==> src/hdl/mbet_pkg.sv <==
`timescale 1ns / 1ps
// ----------------------------------------------------------------------------
// Multibrot escape-time package
// Shared widths, register indexes, datapath opcodes, the command and status
// structs between the controller and the datapath, and fixed-point helpers.
// ----------------------------------------------------------------------------
package mbet_pkg;

    localparam int DATA_W    = 32;
    localparam int FRAC_BITS = 28;
    localparam int PROD_W    = 2 * DATA_W;
    localparam int SHR_W     = PROD_W - FRAC_BITS;
    localparam int IDX_W     = 12;
    localparam int ITER_W    = 16;
    localparam int RAD_W     = 31;
    localparam int POW_W     = 4;
    localparam int COL_LIMIT = 4096;
    localparam int ROW_LIMIT = 4096;
    localparam int MAX_POWER = 8;
    localparam int PW_W      = $clog2(MAX_POWER + 1);

    // Configuration register indexes.
    localparam int CFG_IDX_W = 3;
    localparam logic [CFG_IDX_W-1:0] CFG_START_RE = 3'd0;
    localparam logic [CFG_IDX_W-1:0] CFG_START_IM = 3'd1;
    localparam logic [CFG_IDX_W-1:0] CFG_STEP_RE  = 3'd2;
    localparam logic [CFG_IDX_W-1:0] CFG_STEP_IM  = 3'd3;
    localparam logic [CFG_IDX_W-1:0] CFG_MAX_ITER = 3'd4;
    localparam logic [CFG_IDX_W-1:0] CFG_RADIUS   = 3'd5;
    localparam logic [CFG_IDX_W-1:0] CFG_POWER    = 3'd6;

    // Reset values of the configuration registers.
    localparam logic signed [DATA_W-1:0] RST_START_RE = -32'sd536870912;
    localparam logic signed [DATA_W-1:0] RST_START_IM = -32'sd402653184;
    localparam logic signed [DATA_W-1:0] RST_STEP_RE  = 32'sd196608;
    localparam logic signed [DATA_W-1:0] RST_STEP_IM  = 32'sd196608;
    localparam logic [ITER_W-1:0]        RST_MAX_ITER = 16'd256;
    localparam logic [RAD_W-1:0]         RST_RADIUS   = 31'd536870912;
    localparam logic [POW_W-1:0]         RST_POWER    = 4'd2;

    // Datapath opcodes. Each one selects the multiplier operands for this
    // cycle and the write-back of the product registered in the last cycle.
    localparam int OP_W = 4;
    localparam logic [OP_W-1:0] OP_NOP = 4'd0;
    localparam logic [OP_W-1:0] OP_C0  = 4'd1;
    localparam logic [OP_W-1:0] OP_C1  = 4'd2;
    localparam logic [OP_W-1:0] OP_C2  = 4'd3;
    localparam logic [OP_W-1:0] OP_C3  = 4'd4;
    localparam logic [OP_W-1:0] OP_E0  = 4'd5;
    localparam logic [OP_W-1:0] OP_E1  = 4'd6;
    localparam logic [OP_W-1:0] OP_E2  = 4'd7;
    localparam logic [OP_W-1:0] OP_M0  = 4'd8;
    localparam logic [OP_W-1:0] OP_M1  = 4'd9;
    localparam logic [OP_W-1:0] OP_M2  = 4'd10;
    localparam logic [OP_W-1:0] OP_M3  = 4'd11;
    localparam logic [OP_W-1:0] OP_M4  = 4'd12;
    localparam logic [OP_W-1:0] OP_ADD = 4'd13;

    typedef struct packed {
        logic [OP_W-1:0] op;
        logic            load_in;
        logic            load_out;
    } t_cmd;

    typedef struct packed {
        logic esc_now;
        logic at_limit;
    } t_sts;

    function automatic logic signed [DATA_W-1:0] sat32(input logic signed [PROD_W-1:0] v);
        logic signed [PROD_W-1:0] hi;
        logic signed [PROD_W-1:0] lo;
        hi = PROD_W'(64'sd2147483647);
        lo = PROD_W'(-64'sd2147483648);
        if (v > hi) begin
            return hi[DATA_W-1:0];
        end else if (v < lo) begin
            return lo[DATA_W-1:0];
        end
        return v[DATA_W-1:0];
    endfunction

    function automatic logic [PW_W-1:0] clamp_power(input logic [POW_W-1:0] p);
        if (int'(p) < 2) begin
            return PW_W'(2);
        end else if (int'(p) > MAX_POWER) begin
            return PW_W'(MAX_POWER);
        end
        return PW_W'(p);
    endfunction

    function automatic logic [IDX_W-1:0] clamp_index(input logic [IDX_W-1:0] v,
                                                     input int limit);
        if (int'(v) > limit - 1) begin
            return IDX_W'(limit - 1);
        end
        return v;
    endfunction

endpackage

==> src/hdl/mbet_ctrl.sv <==
`timescale 1ns / 1ps
// ----------------------------------------------------------------------------
// Multibrot escape-time controller
// Sequences the shared multiplier through point forming, the escape test and
// the complex power loop, and owns both handshakes.
// ----------------------------------------------------------------------------
module mbet_ctrl (
    input  logic                          i_clk,
    input  logic                          i_rst_n,
    input  logic                          i_in_valid,
    output logic                          o_in_stall,
    output logic                          o_out_valid,
    input  logic                          i_out_stall,
    input  logic [mbet_pkg::POW_W-1:0]    i_power,
    input  mbet_pkg::t_sts                i_sts,
    output mbet_pkg::t_cmd                o_cmd
);
    import mbet_pkg::*;

    localparam logic [3:0] ST_IDLE = 4'd0;
    localparam logic [3:0] ST_C0   = 4'd1;
    localparam logic [3:0] ST_C1   = 4'd2;
    localparam logic [3:0] ST_C2   = 4'd3;
    localparam logic [3:0] ST_C3   = 4'd4;
    localparam logic [3:0] ST_E0   = 4'd5;
    localparam logic [3:0] ST_E1   = 4'd6;
    localparam logic [3:0] ST_E2   = 4'd7;
    localparam logic [3:0] ST_M0   = 4'd8;
    localparam logic [3:0] ST_M1   = 4'd9;
    localparam logic [3:0] ST_M2   = 4'd10;
    localparam logic [3:0] ST_M3   = 4'd11;
    localparam logic [3:0] ST_M4   = 4'd12;
    localparam logic [3:0] ST_ADD  = 4'd13;
    localparam logic [3:0] ST_DONE = 4'd14;

    logic [3:0]      r_state, n_state;
    logic [PW_W-1:0] r_k, n_k;
    logic            r_out_valid, n_out_valid;
    logic [PW_W-1:0] w_pw;
    logic            w_out_free;

    assign w_pw       = clamp_power(i_power);
    assign w_out_free = !r_out_valid || !i_out_stall;
    assign o_in_stall  = (r_state != ST_IDLE);
    assign o_out_valid = r_out_valid;

    always_comb begin
        n_state     = r_state;
        n_k         = r_k;
        n_out_valid = r_out_valid && i_out_stall;
        o_cmd       = '0;
        o_cmd.op    = OP_NOP;
        case (r_state)
            ST_IDLE: begin
                if (i_in_valid) begin
                    o_cmd.load_in = 1'b1;
                    n_state       = ST_C0;
                end
            end
            ST_C0: begin o_cmd.op = OP_C0; n_state = ST_C1; end
            ST_C1: begin o_cmd.op = OP_C1; n_state = ST_C2; end
            ST_C2: begin o_cmd.op = OP_C2; n_state = ST_C3; end
            ST_C3: begin o_cmd.op = OP_C3; n_state = ST_E0; end
            ST_E0: begin o_cmd.op = OP_E0; n_state = ST_E1; end
            ST_E1: begin o_cmd.op = OP_E1; n_state = ST_E2; end
            ST_E2: begin
                o_cmd.op = OP_E2;
                n_k      = PW_W'(1);
                if (i_sts.esc_now || i_sts.at_limit) begin
                    n_state = ST_DONE;
                end else begin
                    n_state = ST_M0;
                end
            end
            ST_M0: begin o_cmd.op = OP_M0; n_state = ST_M1; end
            ST_M1: begin o_cmd.op = OP_M1; n_state = ST_M2; end
            ST_M2: begin o_cmd.op = OP_M2; n_state = ST_M3; end
            ST_M3: begin o_cmd.op = OP_M3; n_state = ST_M4; end
            ST_M4: begin
                o_cmd.op = OP_M4;
                // One more complex product is needed until power-1 are done.
                if ((r_k + PW_W'(1)) < w_pw) begin
                    n_k     = r_k + PW_W'(1);
                    n_state = ST_M0;
                end else begin
                    n_state = ST_ADD;
                end
            end
            ST_ADD: begin o_cmd.op = OP_ADD; n_state = ST_E0; end
            ST_DONE: begin
                if (w_out_free) begin
                    o_cmd.load_out = 1'b1;
                    n_out_valid    = 1'b1;
                    n_state        = ST_IDLE;
                end
            end
            default: begin
                n_state = ST_IDLE;
            end
        endcase
    end

    always_ff @(posedge i_clk) begin
        if (!i_rst_n) begin
            r_state     <= ST_IDLE;
            r_k         <= '0;
            r_out_valid <= 1'b0;
        end else begin
            r_state     <= n_state;
            r_k         <= n_k;
            r_out_valid <= n_out_valid;
        end
    end

endmodule

==> src/hdl/mbet_dp.sv <==
`timescale 1ns / 1ps
// ----------------------------------------------------------------------------
// Multibrot escape-time datapath
// One registered 32x32 signed multiplier shared by every product, plus the
// saturating adders, the escape compare and the result registers.
// ----------------------------------------------------------------------------
module mbet_dp (
    input  logic                                 i_clk,
    input  mbet_pkg::t_cmd                       i_cmd,
    input  logic [mbet_pkg::IDX_W-1:0]           i_col,
    input  logic [mbet_pkg::IDX_W-1:0]           i_row,
    input  logic signed [mbet_pkg::DATA_W-1:0]   i_start_re,
    input  logic signed [mbet_pkg::DATA_W-1:0]   i_start_im,
    input  logic signed [mbet_pkg::DATA_W-1:0]   i_step_re,
    input  logic signed [mbet_pkg::DATA_W-1:0]   i_step_im,
    input  logic [mbet_pkg::ITER_W-1:0]          i_max_iter,
    input  logic [mbet_pkg::RAD_W-1:0]           i_escape_radius,
    output mbet_pkg::t_sts                       o_sts,
    output logic [mbet_pkg::ITER_W-1:0]          o_iterations,
    output logic signed [mbet_pkg::DATA_W-1:0]   o_final_re,
    output logic signed [mbet_pkg::DATA_W-1:0]   o_final_im,
    output logic                                 o_escaped
);
    import mbet_pkg::*;

    logic [IDX_W-1:0]          r_col, r_row;
    logic signed [PROD_W-1:0]  r_prod;
    logic signed [DATA_W-1:0]  r_cre, r_cim, r_zre, r_zim, r_pre, r_pim, r_nre;
    logic signed [SHR_W-1:0]   r_ta;
    logic [PROD_W-1:0]         r_r2;
    logic [PROD_W-2:0]         r_sq;
    logic [ITER_W-1:0]         r_n;
    logic                      r_esc;
    logic [ITER_W-1:0]         r_iterations;
    logic signed [DATA_W-1:0]  r_final_re, r_final_im;
    logic                      r_escaped;

    logic signed [DATA_W-1:0]  w_ma, w_mb;
    logic signed [SHR_W-1:0]   w_frac;
    logic [PROD_W-1:0]         w_mag;

    // Products are floored by the arithmetic shift.
    assign w_frac = SHR_W'(r_prod >>> FRAC_BITS);
    // Squares are never negative, so the sign bit of the product is dropped.
    assign w_mag  = PROD_W'(r_sq) + PROD_W'(r_prod[PROD_W-2:0]);

    assign o_sts.esc_now  = (w_mag >= r_r2);
    assign o_sts.at_limit = (r_n >= i_max_iter);

    always_comb begin
        w_ma = r_zre;
        w_mb = r_zre;
        case (i_cmd.op)
            OP_C0: begin w_ma = $signed(DATA_W'(r_col)); w_mb = i_step_re; end
            OP_C1: begin w_ma = $signed(DATA_W'(r_row)); w_mb = i_step_im; end
            OP_C2: begin
                w_ma = $signed(DATA_W'(i_escape_radius));
                w_mb = $signed(DATA_W'(i_escape_radius));
            end
            OP_E0: begin w_ma = r_zre; w_mb = r_zre; end
            OP_E1: begin w_ma = r_zim; w_mb = r_zim; end
            OP_M0: begin w_ma = r_pre; w_mb = r_zre; end
            OP_M1: begin w_ma = r_pim; w_mb = r_zim; end
            OP_M2: begin w_ma = r_pre; w_mb = r_zim; end
            OP_M3: begin w_ma = r_pim; w_mb = r_zre; end
            default: begin
                w_ma = r_zre;
                w_mb = r_zre;
            end
        endcase
    end

    always_ff @(posedge i_clk) begin
        r_prod <= w_ma * w_mb;
        if (i_cmd.load_in) begin
            r_col <= clamp_index(i_col, COL_LIMIT);
            r_row <= clamp_index(i_row, ROW_LIMIT);
        end
        case (i_cmd.op)
            OP_C1: r_cre <= sat32(PROD_W'(i_start_re) + r_prod);
            OP_C2: r_cim <= sat32(PROD_W'(i_start_im) + r_prod);
            OP_C3: begin
                r_r2  <= r_prod;
                r_zre <= '0;
                r_zim <= '0;
                r_n   <= '0;
            end
            OP_E1: r_sq <= r_prod[PROD_W-2:0];
            OP_E2: begin
                r_esc <= o_sts.esc_now;
                r_pre <= r_zre;
                r_pim <= r_zim;
            end
            OP_M1: r_ta  <= w_frac;
            OP_M2: r_nre <= sat32(PROD_W'(r_ta) - PROD_W'(w_frac));
            OP_M3: r_ta  <= w_frac;
            OP_M4: begin
                r_pim <= sat32(PROD_W'(r_ta) + PROD_W'(w_frac));
                r_pre <= r_nre;
            end
            OP_ADD: begin
                r_zre <= sat32(PROD_W'(r_pre) + PROD_W'(r_cre));
                r_zim <= sat32(PROD_W'(r_pim) + PROD_W'(r_cim));
                r_n   <= r_n + ITER_W'(1);
            end
            default: begin
            end
        endcase
        if (i_cmd.load_out) begin
            r_iterations <= r_n;
            r_final_re   <= r_zre;
            r_final_im   <= r_zim;
            r_escaped    <= r_esc;
        end
    end

    assign o_iterations = r_iterations;
    assign o_final_re   = r_final_re;
    assign o_final_im   = r_final_im;
    assign o_escaped    = r_escaped;

endmodule

==> src/hdl/multibrot_escape_time.sv <==
`timescale 1ns / 1ps
// ----------------------------------------------------------------------------
// Multibrot escape-time evaluator
// Iterates z = z^power + c in saturating Q4.28 for one pixel at a time.
// ----------------------------------------------------------------------------
// Usage:
//   Input channel (i_in_valid / o_in_stall) carries a pixel column and row.
//   One pixel is worked on at a time; o_in_stall stays high from the
//   transaction until the result has moved into the output register.
//   Output channel (o_out_valid / i_out_stall) carries the iteration count,
//   the final z and the escaped flag. The output register holds its value
//   while i_out_stall is high; the next pixel is still accepted and computed
//   meanwhile, and waits finished until the output register frees up.
//   Every product goes through one shared 32x32 multiplier, so the steps run
//   in order: point forming and radius squaring (C0 to C3), then the escape
//   test (E0 to E2), and while the point has not escaped and the limit is not
//   reached, power - 1 complex products (M0 to M4 each) and the add of c (ADD)
//   before the next escape test; power is the clamped exponent.
//   Configuration writes (i_cfg_valid / o_cfg_ready) are always taken and
//   must only come while the block is idle.
//   Reset (synchronous, active low) returns the controller to idle, empties
//   the output register and loads the default view and limits.
// ----------------------------------------------------------------------------
module multibrot_escape_time (
    input  logic                                   i_clk,
    input  logic                                   i_rst_n,
    input  logic                                   i_in_valid,
    output logic                                   o_in_stall,
    input  logic [mbet_pkg::IDX_W-1:0]             i_col,
    input  logic [mbet_pkg::IDX_W-1:0]             i_row,
    output logic                                   o_out_valid,
    input  logic                                   i_out_stall,
    output logic [mbet_pkg::ITER_W-1:0]            o_iterations,
    output logic signed [mbet_pkg::DATA_W-1:0]     o_final_re,
    output logic signed [mbet_pkg::DATA_W-1:0]     o_final_im,
    output logic                                   o_escaped,
    input  logic                                   i_cfg_valid,
    output logic                                   o_cfg_ready,
    input  logic [mbet_pkg::CFG_IDX_W-1:0]         i_cfg_index,
    input  logic [mbet_pkg::DATA_W-1:0]            i_cfg_data
);
    import mbet_pkg::*;

    logic signed [DATA_W-1:0] r_start_re, r_start_im, r_step_re, r_step_im;
    logic [ITER_W-1:0]        r_max_iter;
    logic [RAD_W-1:0]         r_escape_radius;
    logic [POW_W-1:0]         r_power;

    t_cmd w_cmd;
    t_sts w_sts;

    assign o_cfg_ready = 1'b1;

    always_ff @(posedge i_clk) begin
        if (!i_rst_n) begin
            r_start_re      <= RST_START_RE;
            r_start_im      <= RST_START_IM;
            r_step_re       <= RST_STEP_RE;
            r_step_im       <= RST_STEP_IM;
            r_max_iter      <= RST_MAX_ITER;
            r_escape_radius <= RST_RADIUS;
            r_power         <= RST_POWER;
        end else if (i_cfg_valid && o_cfg_ready) begin
            case (i_cfg_index)
                CFG_START_RE: r_start_re      <= $signed(i_cfg_data);
                CFG_START_IM: r_start_im      <= $signed(i_cfg_data);
                CFG_STEP_RE:  r_step_re       <= $signed(i_cfg_data);
                CFG_STEP_IM:  r_step_im       <= $signed(i_cfg_data);
                CFG_MAX_ITER: r_max_iter      <= i_cfg_data[ITER_W-1:0];
                CFG_RADIUS:   r_escape_radius <= i_cfg_data[RAD_W-1:0];
                CFG_POWER:    r_power         <= i_cfg_data[POW_W-1:0];
                default: begin
                end
            endcase
        end
    end

    mbet_ctrl u_ctrl (
        .i_clk       (i_clk),
        .i_rst_n     (i_rst_n),
        .i_in_valid  (i_in_valid),
        .o_in_stall  (o_in_stall),
        .o_out_valid (o_out_valid),
        .i_out_stall (i_out_stall),
        .i_power     (r_power),
        .i_sts       (w_sts),
        .o_cmd       (w_cmd)
    );

    mbet_dp u_dp (
        .i_clk           (i_clk),
        .i_cmd           (w_cmd),
        .i_col           (i_col),
        .i_row           (i_row),
        .i_start_re      (r_start_re),
        .i_start_im      (r_start_im),
        .i_step_re       (r_step_re),
        .i_step_im       (r_step_im),
        .i_max_iter      (r_max_iter),
        .i_escape_radius (r_escape_radius),
        .o_sts           (w_sts),
        .o_iterations    (o_iterations),
        .o_final_re      (o_final_re),
        .o_final_im      (o_final_im),
        .o_escaped       (o_escaped)
    );

    // A result that did not escape must have run out of iterations.
    a_limit_when_not_escaped: assert property (@(posedge i_clk) disable iff (!i_rst_n)
        (o_out_valid && !o_escaped) |-> (o_iterations == r_max_iter))
        else $error("non-escaped result below the iteration limit");

    a_iter_within_limit: assert property (@(posedge i_clk) disable iff (!i_rst_n)
        o_out_valid |-> (o_iterations <= r_max_iter))
        else $error("iteration count above the limit");

    // Only one pixel is in flight: a transaction closes the input at once.
    a_busy_after_accept: assert property (@(posedge i_clk) disable iff (!i_rst_n)
        (i_in_valid && !o_in_stall) |=> o_in_stall)
        else $error("input left open after a transaction");

endmodule
==> config.mk <==
export PLATFORM = sky130hd
export DESIGN_NAME = multibrot_escape_time
export DESIGN_NICKNAME = d
export VERILOG_FILES = /design/src/hdl/mbet_pkg.sv /design/src/hdl/mbet_ctrl.sv /design/src/hdl/mbet_dp.sv /design/src/hdl/multibrot_escape_time.sv
export SDC_FILE = /design/constraint.sdc
export NUM_CORES = 2
export LEC_CHECK = 0
export BUFFER_PORTS_ARGS = -buffer_cell sky130_fd_sc_hd__buf_4
export CAP_MARGIN = 10
export CELL_PAD_IN_SITES_DETAIL_PLACEMENT = 2
export CELL_PAD_IN_SITES_GLOBAL_PLACEMENT = 2
export CORE_MARGIN = 1
export CORE_UTILIZATION = 38
export DETAILED_ROUTE_END_ITERATION = 8
export PLACE_DENSITY_LB_ADDON = 0.05
export RECOVER_POWER = 25
export REMOVE_ABC_BUFFERS = 1
export SLEW_MARGIN = 20
export SYNTH_ARGS = -nofsm -noshare
export SYNTH_HDL_FRONTEND = slang
export SYNTH_SLANG_ARGS = --single-unit
==> constraint.sdc <==
create_clock -name i_clk -period 11.03 [get_ports i_clk]
set_input_delay 2.206 -clock i_clk [delete_from_list [all_inputs] [get_ports i_clk]]
set_output_delay 2.206 -clock i_clk [all_outputs]
set_load 0.005 [all_outputs]
==> flow_summary.json <==
{
  "outcome": "finished with violations",
  "violations": "capacitance limit, slew limit",
  "cp_slowest_cell": "fa_1",
  "antenna_found_initial": 26,
  "totalWireLength_um": 362000,
  "grt_overflow": 0,
  "place_hpwl_um": 298000,
  "cpPeakStageDelay_ns": 0.61,
  "finalMaxSlewViolations": 53,
  "core_region_area_sq_um": 217000,
  "max_cap_violations": 2,
  "worst_slew_pin_slew_ns": 2.30,
  "cts_num_sinks": 761,
  "fmax_mhz": 92.7,
  "drive_gt1_share_pct": 7.73,
  "setup_viol": 0,
  "period_minus_slack_ns": 10.79,
  "vias": 68200,
  "ys.flop_type": "edfxtp_1",
  "io_pins": 148,
  "dieWidth_um": 470,
  "netlist_area_sq_um": 83100,
  "synthArstFlopShare_pct": 0,
  "crit_arrival_ns": 11.41,
  "wl_met1_um": 160000,
  "layout_commonest_cell": "inv_1",
  "synth_cell_types": 106,
  "hold_buffers": 0,
  "wl_met2_um": 168000,
  "wl_per_cell_um": 29.9,
  "htree_num_levels": 3,
  "yosysWarnings": 0,
  "via_per_inst": 5.64,
  "dieHeight_um": 470,
  "drt_iter0_drc": 4617,
  "final_cell_mix": "inv_1, nand2_1, fa_1, nor2_1, ha_1",
  "cts_tree": "built",
  "grt_pass1_vias": 74900,
  "numCtsBuffers": 88,
  "cts-root-buf": "clkbuf_16",
  "path_common_cell": "fa_1",
  "clkLatencyLatePin_ns": 0.73,
  "dr_wl_met3_um": 21000,
  "final.period_utilization_pct": 97.8,
  "finClkSkew_ns": 0.0393,
  "crit_required_ns": 11.66,
  "worstSetupPathType": "reg2reg",
  "grt.total_usage_pct": 32.6,
  "routed.top_layer": "met5",
  "cp-start-kind": "flip-flop",
  "crit_fanout": 12,
  "clk_pin_slew_worst_paths_ns": 0.06,
  "rows": 171,
  "port_buffers": 146,
  "avgSynthCellArea_sq_um": 9.23,
  "grt_max_degree": 79,
  "nNetsFinal": 10900,
  "initial_core_util_pct": 38.3,
  "finalNonFillerCells": 12100,
  "drtAntennaViolNets": 0,
  "syn_inst": 9006,
  "dp.cells": 11900,
  "maxSlewHeadroom_pct": -53.3,
  "gp_congestion": 0.923,
  "drt_first_pass_iters": 7,
  "dieArea_sq_um": 221000,
  "grt_pass1_wl_um": 527000,
  "yosys_register_bits": 761,
  "syn2layout_area_growth_pct": 10.9,
  "hold_path.class": "reg2reg",
  "drcViolationCount": 0,
  "synth_edf_count": 509,
  "seq_area_frac_synth_pct": 24.5,
  "end_kind": "flip-flop",
  "final_hold_viol_count": 0,
  "cts_buffer_depth": 3
}
-- worst max-delay path, delay by kind of cell, from the launching register on --
kind / cells / cell delay (ns)
AOI/OAI and AO/OA: 15 / 3.06
DFF: 1 / 0.52
adders and majority gates: 9 / 4.80
and+or+nand+nor: 4 / 1.15
buffers and inverters: 8 / 1.03
xor gates and xnor gates: 1 / 0.13
-- sequential cells by signal, summed over array words and instances (netlist names), 12 cells and up --
signal	cells
u_dp.r_prod	64
u_dp.r_r2	64
u_dp.r_sq	63
u_dp.r_ta	36
r_start_im	32
r_start_re	32
r_step_im	32
r_step_re	32
u_dp.o_final_im	32
u_dp.o_final_re	32
u_dp.r_cim	32
u_dp.r_cre	32
u_dp.r_nre	32
u_dp.r_pim	32
u_dp.r_pre	32
u_dp.r_zim	32
u_dp.r_zre	32
r_escape_radius	31
r_max_iter	16
u_dp.o_iterations	16
u_dp.r_n	16
u_dp.r_col	12
u_dp.r_row	12
-- per-stage QoR --
stage	hold WS (ns)	setup slack [ns]	utilization, %	instance area, sq um	TNS [ns]
finish	0.433	0.243	42.4	92100	0
global route	0.439	-0.000160	42.4	92100	-0.000160
CTS	0.435	0.00473	42.3	91900	0
detailed placement	0.424	-0.0123	40.9	88900	-0.0123
global placement	0.413	-0.0341	40.9	88900	-0.0592
floorplan	0.400	-2.50	-	81500	-63.72
-- final cells by class --
cell class	instances	area, sq um
well taps	2854	3570
repair buffers	448	3530
flip-flops and latches	761	20300
multi-input cells	6466	56500
clock buffers	123	2580
fillers	23400	125000
diodes	2	5.00
inverters	1387	5210
clock inverters	42	434
-- cell families after synthesis --
logic type | Yosys count | synth area share, %
adders and majority gates | 1683 | 35.2
xor gates and xnor gates | 375 | 3.95
and+or+nand+nor | 2597 | 13.5
muxes | 41 | 0.557
AOI/OAI and AO/OA | 1766 | 14.2
other | 1 | 0.00451
DFF | 761 | 24.5
buffers and inverters | 1782 | 8.14
-- path summary, 6_finish.rpt --
| kind | start | endpoint | slack [ns] | depth (start not counted) |
|---|---|---|---|---|
| worst max-delay path | u_ctrl.r_state[1] | u_dp.r_prod[63] | 0.24 | 37 |
| worst min-delay path | u_dp.r_esc | u_dp.o_escaped | 0.43 | 0 |
| worst max register to register | u_ctrl.r_state[1] | u_dp.r_prod[63] | 0.24 | 37 |
| worst min register to register | u_dp.r_esc | u_dp.o_escaped | 0.43 | 0 |
-- routing by layer --
metal / vias up / global-route usage [%]
li1: 29800 / -
met1: 36100 / 44.1
met2: 1802 / 53.0
met3: 438 / 5.49
met4: 20 / 10.4
met5: - / 0
-- cell usage after synthesis (19+ instances only) --
cell | number | share of area [%]
xor2_1 | 128 | 1.3
a22oi_1 | 65 | 0.59
o22a_1 | 31 | 0.33
o31ai_1 | 24 | 0.22
nor3_1 | 54 | 0.33
o21a_1 | 47 | 0.42
o211ai_1 | 35 | 0.32
a21o_1 | 237 | 2.1
xnor2_1 | 247 | 2.6
nor2_1 | 808 | 3.6
o21ai_0 | 298 | 1.8
nor2b_1 | 63 | 0.47
and3_1 | 54 | 0.41
inv_1 | 1382 | 6.2
clkbuf_1 | 352 | 1.6
fa_1 | 1089 | 26
a21boi_0 | 133 | 1.2
and2_1 | 48 | 0.36
a21oi_1 | 474 | 2.9
or3_1 | 23 | 0.17
dfxtp_1 | 252 | 6.1
nand2_1 | 1179 | 5.3
a222oi_1 | 30 | 0.36
a211oi_1 | 48 | 0.43
o21bai_1 | 83 | 0.75
mux2_2 | 32 | 0.43
edfxtp_1 | 509 | 18
buf_1 | 19 | 0.086
nand4_1 | 72 | 0.54
nand2b_1 | 75 | 0.56
nand3_1 | 121 | 0.73
a31oi_1 | 38 | 0.29
o21ai_1 | 28 | 0.17
ha_1 | 594 | 8.9
-- repair_timing --
item,4_1_cts,5_1_grt
gates resized for setup,5,34
endpoints found under the setup margin,4,8
gates cloned,0,3
pin swaps,1,10
setup buffers,0,22
Power is left out: the tool's default activity adds up to more than one toggle a clock period on the data nets, which glitch-free logic cannot reach.
